`config.mk`:
```
export PLATFORM = sky130hd
export DESIGN_NAME = lpht_ctrl
export DESIGN_NICKNAME = d
export VERILOG_FILES = /design/src/sv/lpht_pkg.sv /design/src/sv/lpht_ctrl.sv
export SDC_FILE = /design/constraint.sdc
export NUM_CORES = 1
export LEC_CHECK = 0
export ABC_AREA = 1
export BUFFER_PORTS_ARGS = -buffer_cell sky130_fd_sc_hd__buf_2
export CORE_AREA = 2 2 39 41
export DETAILED_ROUTE_END_ITERATION = 6
export DIE_AREA = 0 0 41 43
export SLEW_MARGIN = 0
export SYNTH_ARGS = -nofsm -noshare
export SYNTH_HDL_FRONTEND = slang
export SYNTH_SLANG_ARGS = --single-unit
```
`constraint.sdc`:
```
create_clock -name clk -period 1.4 [get_ports clk]
set_clock_uncertainty 0.1 [all_clocks]
set_input_delay 0.35 -clock clk [delete_from_list [all_inputs] [get_ports clk]]
set_output_delay 0.35 -clock clk [all_outputs]
set_load 0.05 [all_outputs]
```
`src/sv/lpht_pkg.sv`:
```
// ----------------------------------------------------------------------------
// lpht_pkg
// Shared types and constants for the linear probing hash table: opcodes,
// status codes, slot tags, slot row layout, transaction structs and the
// command and status bundles between controller and datapath.
// ----------------------------------------------------------------------------
package lpht_pkg;

  localparam int SLOTS_DEFAULT = 256;
  localparam int KEY_BITS      = 32;
  localparam int VALUE_BITS    = 32;
  localparam int COUNT_BITS    = 9;
  localparam int HASH_BITS     = 16;

  localparam logic [31:0] KNUTH_MULT = 32'd2654435761;

  typedef enum logic [1:0] {
    OP_LOOKUP = 2'd0,
    OP_INSERT = 2'd1,
    OP_DELETE = 2'd2,
    OP_CLEAR  = 2'd3
  } opcode_t;

  typedef enum logic [1:0] {
    STATUS_OK        = 2'd0,
    STATUS_NOT_FOUND = 2'd1,
    STATUS_FULL      = 2'd2
  } status_t;

  typedef enum logic [1:0] {
    TAG_EMPTY = 2'd0,
    TAG_USED  = 2'd1,
    TAG_GONE  = 2'd2
  } tag_t;

  typedef enum logic [1:0] {
    WR_NONE   = 2'd0,
    WR_UPDATE = 2'd1,
    WR_DELETE = 2'd2,
    WR_INSERT = 2'd3
  } wr_kind_t;

  typedef enum logic [2:0] {
    ST_INIT,
    ST_IDLE,
    ST_HASH,
    ST_READ,
    ST_CHECK,
    ST_CLEAR
  } state_t;

  typedef struct packed {
    opcode_t               opcode;
    logic [KEY_BITS-1:0]   key;
    logic [VALUE_BITS-1:0] value;
  } lpht_req_t;

  typedef struct packed {
    status_t               status;
    logic [VALUE_BITS-1:0] value_out;
    logic [COUNT_BITS-1:0] entry_count;
  } lpht_rsp_t;

  typedef struct packed {
    tag_t                  tag;
    logic [KEY_BITS-1:0]   key;
    logic [VALUE_BITS-1:0] value;
  } slot_row_t;

  typedef struct packed {
    logic     load;
    logic     probe_init;
    logic     advance;
    logic     sweep;
    wr_kind_t wr_kind;
    logic     finish;
    status_t  fin_status;
    logic     fin_value;
    logic     count_clear;
  } lpht_cmd_t;

  typedef struct packed {
    logic hash_done;
    logic sweep_last;
    logic hit;
    logic stop;
    logic free_avail;
  } lpht_stat_t;

endpackage

```
`src/sv/lpht_ctrl.sv`:
```
// ----------------------------------------------------------------------------
// lpht_ctrl
// Controller: sequences the initial clearing pass, hashing, the probe loop,
// slot writes and result issue for each transaction.
// ----------------------------------------------------------------------------
module lpht_ctrl (
  input  logic                clk,
  input  logic                rst,
  input  logic                start,
  input  lpht_pkg::opcode_t   opcode,
  input  lpht_pkg::lpht_stat_t stat,
  output logic                busy,
  output lpht_pkg::lpht_cmd_t cmd
);

  import lpht_pkg::*;

  state_t  state;
  state_t  state_next;
  opcode_t op;

  always_ff @(posedge clk) begin
    if (rst) begin
      state <= ST_INIT;
    end else begin
      state <= state_next;
    end
  end

  always_ff @(posedge clk) begin
    if (state == ST_IDLE && start) begin
      op <= opcode;
    end
  end

  assign busy = (state != ST_IDLE);

  always_comb begin
    state_next      = state;
    cmd.load        = 1'b0;
    cmd.probe_init  = 1'b0;
    cmd.advance     = 1'b0;
    cmd.sweep       = 1'b0;
    cmd.wr_kind     = WR_NONE;
    cmd.finish      = 1'b0;
    cmd.fin_status  = STATUS_OK;
    cmd.fin_value   = 1'b0;
    cmd.count_clear = 1'b0;
    case (state)
      ST_INIT: begin
        cmd.sweep = 1'b1;
        if (stat.sweep_last) begin
          state_next = ST_IDLE;
        end
      end
      ST_IDLE: begin
        if (start) begin
          cmd.load   = 1'b1;
          state_next = (opcode == OP_CLEAR) ? ST_CLEAR : ST_HASH;
        end
      end
      ST_HASH: begin
        if (stat.hash_done) begin
          cmd.probe_init = 1'b1;
          state_next     = ST_READ;
        end
      end
      ST_READ: begin
        state_next = ST_CHECK;
      end
      ST_CHECK: begin
        if (stat.hit) begin
          cmd.finish = 1'b1;
          state_next = ST_IDLE;
          case (op)
            OP_LOOKUP: cmd.fin_value = 1'b1;
            OP_INSERT: cmd.wr_kind = WR_UPDATE;
            OP_DELETE: begin
              cmd.wr_kind   = WR_DELETE;
              cmd.fin_value = 1'b1;
            end
            default: cmd.fin_value = 1'b0;
          endcase
        end else if (stat.stop) begin
          cmd.finish = 1'b1;
          state_next = ST_IDLE;
          if (op == OP_INSERT) begin
            if (stat.free_avail) begin
              cmd.wr_kind = WR_INSERT;
            end else begin
              cmd.fin_status = STATUS_FULL;
            end
          end else begin
            cmd.fin_status = STATUS_NOT_FOUND;
          end
        end else begin
          cmd.advance = 1'b1;
          state_next  = ST_READ;
        end
      end
      ST_CLEAR: begin
        cmd.sweep = 1'b1;
        if (stat.sweep_last) begin
          cmd.finish      = 1'b1;
          cmd.count_clear = 1'b1;
          state_next      = ST_IDLE;
        end
      end
      default: begin
        state_next = ST_INIT;
      end
    endcase
  end

endmodule

```
==> out/results.ini <==
[die]
rows=14
ios=22
die_y_um=43
dieArea_mm2=0.00176
die_x_um=41
core_mm2=0.00138
initial_core_util=0.286

[yosys]
synth-simple-area-share=0.421
synth_xor_area_frac=0
synth_compound_area_frac=0.142
synth.distinct_cells=20
synth-seq-cells=5
ys_warn_count=0
syn_avg_cell_area_um2=6.48
muxShareOfSynthArea=0
syn_area_um2=395
netlist_instances=61
synthAdderAreaFrac=0
ys_seq_area_frac=0.304
syn_nets=71
synth_top_family_by_area=simple AND/OR/NAND/NOR gates

[final_layout]
antenna_cells=0
drive_gt1_frac=0.818
syn_to_final_growth_pct=169
final_cell_area_mm2=0.00106
num-fill-cells=95
layout_common_cells=buf_4 (18), buf_6 (16), buf_2 (9)
nets=121
final_cells=126
mostFrequentLayoutCell=buf_4

[outcome]
violations=negative setup slack
status=complete, but fails checks

[grt]
grtUsageTotal=0.232
first_global_vias=645
use_met3=0.0681
grt.overflow.total=0
grt_pass1_wl_um=2730
grtUsageMet1=0.223
grt-busiest-layer=met2
grt_max_degree=7
antenna_found_initial=0
use_met2=0.431

[route]
drtIter0Drc=19
drc=0
vias=612
drt-wirelength-per-cell_um=13.9
antenna_left=0
routed_wl_um=1750
viasPerCell=4.86
drtPass1Iterations=5

[worst_hold_path]
min_delay_worst_endpoint=state[2]
min_path_type=input pin to register
min_from=rst
min_path_cells=2

[power]
ir_drop_uv=1150
p_leak_uw=0.000483
p_per_area_mw_per_mm2=1380

[critical_path]
crit-reg2reg-launch=state[2]
crit_slowest_cell=edfxtp_1
timing.rr.end=state[2]
arrival_ns=1.37
r2r_slack_ns=-0.07
worstSetupPathType=register to primary output
slowest_delay_ns=0.43
end_kind=primary output
crit_chain=nor2_4 -> inv_2 -> a211oi_4 -> buf_6
path_max_fanout=3
rr_worst_depth=8
start_kind=register
required_ns=0.95

[timing]
rsz0062_at_grt=yes
tightest_slew_ns=0.275
finalCritPeriodShare=1.30
hold_violations=0
finalMaxSlewViolations=0
setup_ws_ns=-0.423
setup_viol=15
fin_crit_ns=1.82
hold_slack_ns=0.180
tns_ns=-4.02
relSlewSlack=0.816
fmax_ghz=0.549

[clock_network]
cts_tree=yes
cts_buffers=3
cts_sinks=5
cts_hold_buf=0
cts_buffer_depth=2
clk_pin_slew_ns=0.05
root_buffer=clkbuf_4
clkLatencyLatePin_ns=0.26
htree_levels=1

[flow_run]
maxCapViolCount=0

[placed_design]
io_buffer_count=21
gp_congestion=0.852
hpwl_um=1100
dp_cells=115
place_area_um2=781
detailedPlace.worstSlack_ns=-0.277

==> layer usage <==
| metal | share of wire | wire [um] |
|---|---|---|
| met3 | 0.061 | 107 |
| met2 | 0.60 | 1050 |
| met1 | 0.33 | 570 |
| met4 | 0.0080 | 14 |
| met5 | 0 | 0 |
==> logic make-up after synthesis <==
family | Yosys count
AND/OR/NAND/NOR | 35
buffers and inverters | 12
AO/OA/AOI/OAI | 9
flip-flops | 5
==> through the flow <==
stage | total power [uW] | utilization
2_1_floorplan | 662 | -
4_1_cts | 1450 | 0.771
5_1_grt | 1540 | 0.769
3_5_place_dp | 909 | 0.564
6_report | 1470 | 0.769
3_3_place_gp | 895 | 0.564
==> synthesized netlist by cell type, drive strengths merged <==
| cell type | count | area, um2 |
|---|---|---|
| a211oi | 1 | 7.51 |
| a21boi | 1 | 7.51 |
| a21oi | 4 | 23.8 |
| a31oi | 1 | 6.26 |
| buf | 1 | 11.3 |
| dfxtp | 3 | 60.1 |
| edfxtp | 2 | 60.1 |
| inv | 11 | 41.3 |
| nand2 | 11 | 46.3 |
| nand3 | 9 | 50.1 |
| nand4 | 1 | 6.26 |
| nor2 | 11 | 48.8 |
| nor3 | 3 | 15.0 |
| o21ai | 1 | 5.00 |
| o22ai | 1 | 6.26 |
==> how the worst max path moves through the flow <==
stage | start | endpoint | slack [ns] | cells after the start
5_1_grt | op[0] | cmd[5] | -0.46 | 5
4_1_cts | op[0] | cmd[5] | -0.40 | 5
2_1_floorplan | op[1] | cmd[5] | -0.29 | 3
6_report | op[1] | cmd[5] | -0.42 | 4
3_5_place_dp | op[1] | cmd[5] | -0.28 | 4
3_3_place_gp | op[1] | cmd[5] | -0.24 | 4
==> sequential cells by signal (all words and copies together) (netlist names) <==
name and cells:
state 3, op 2
==> where the power goes <==
part,internal [uW],leakage (uW),total [uW],switching [uW]
Sequential,189,0.0000445,232,42.8
Combinational,498,0.000424,1060,559
Clock,109,0.0000150,183,74.7
Total,796,0.000483,1470,677
==> repair_timing <==
action / 4_1_cts / 5_1_grt
pin swaps: 15 / 3
buffers inserted: 10 / 0
resized for setup: 57 / 3
endpoints found under the setup margin: 15 / 17
==> worst max-delay path, delay by kind of cell (launching register included) <==
family	cells	cell delay [ns]
buf+inv	2	0.26
simple gates	1	0.17
compound gates	1	0.24
flops	1	0.43
==> layout make-up <==
cell class | count | area, um2 | area share
clock buffers | 4 | 26.3 | 0.0247
inverters | 11 | 43.8 | 0.0411
multi-input cells | 44 | 443 | 0.416
flip-flops and latches | 5 | 126 | 0.119
well taps | 16 | 20.0 | 0.0188
repair buffers | 46 | 405 | 0.381
Power figures use the tool's default switching activity.
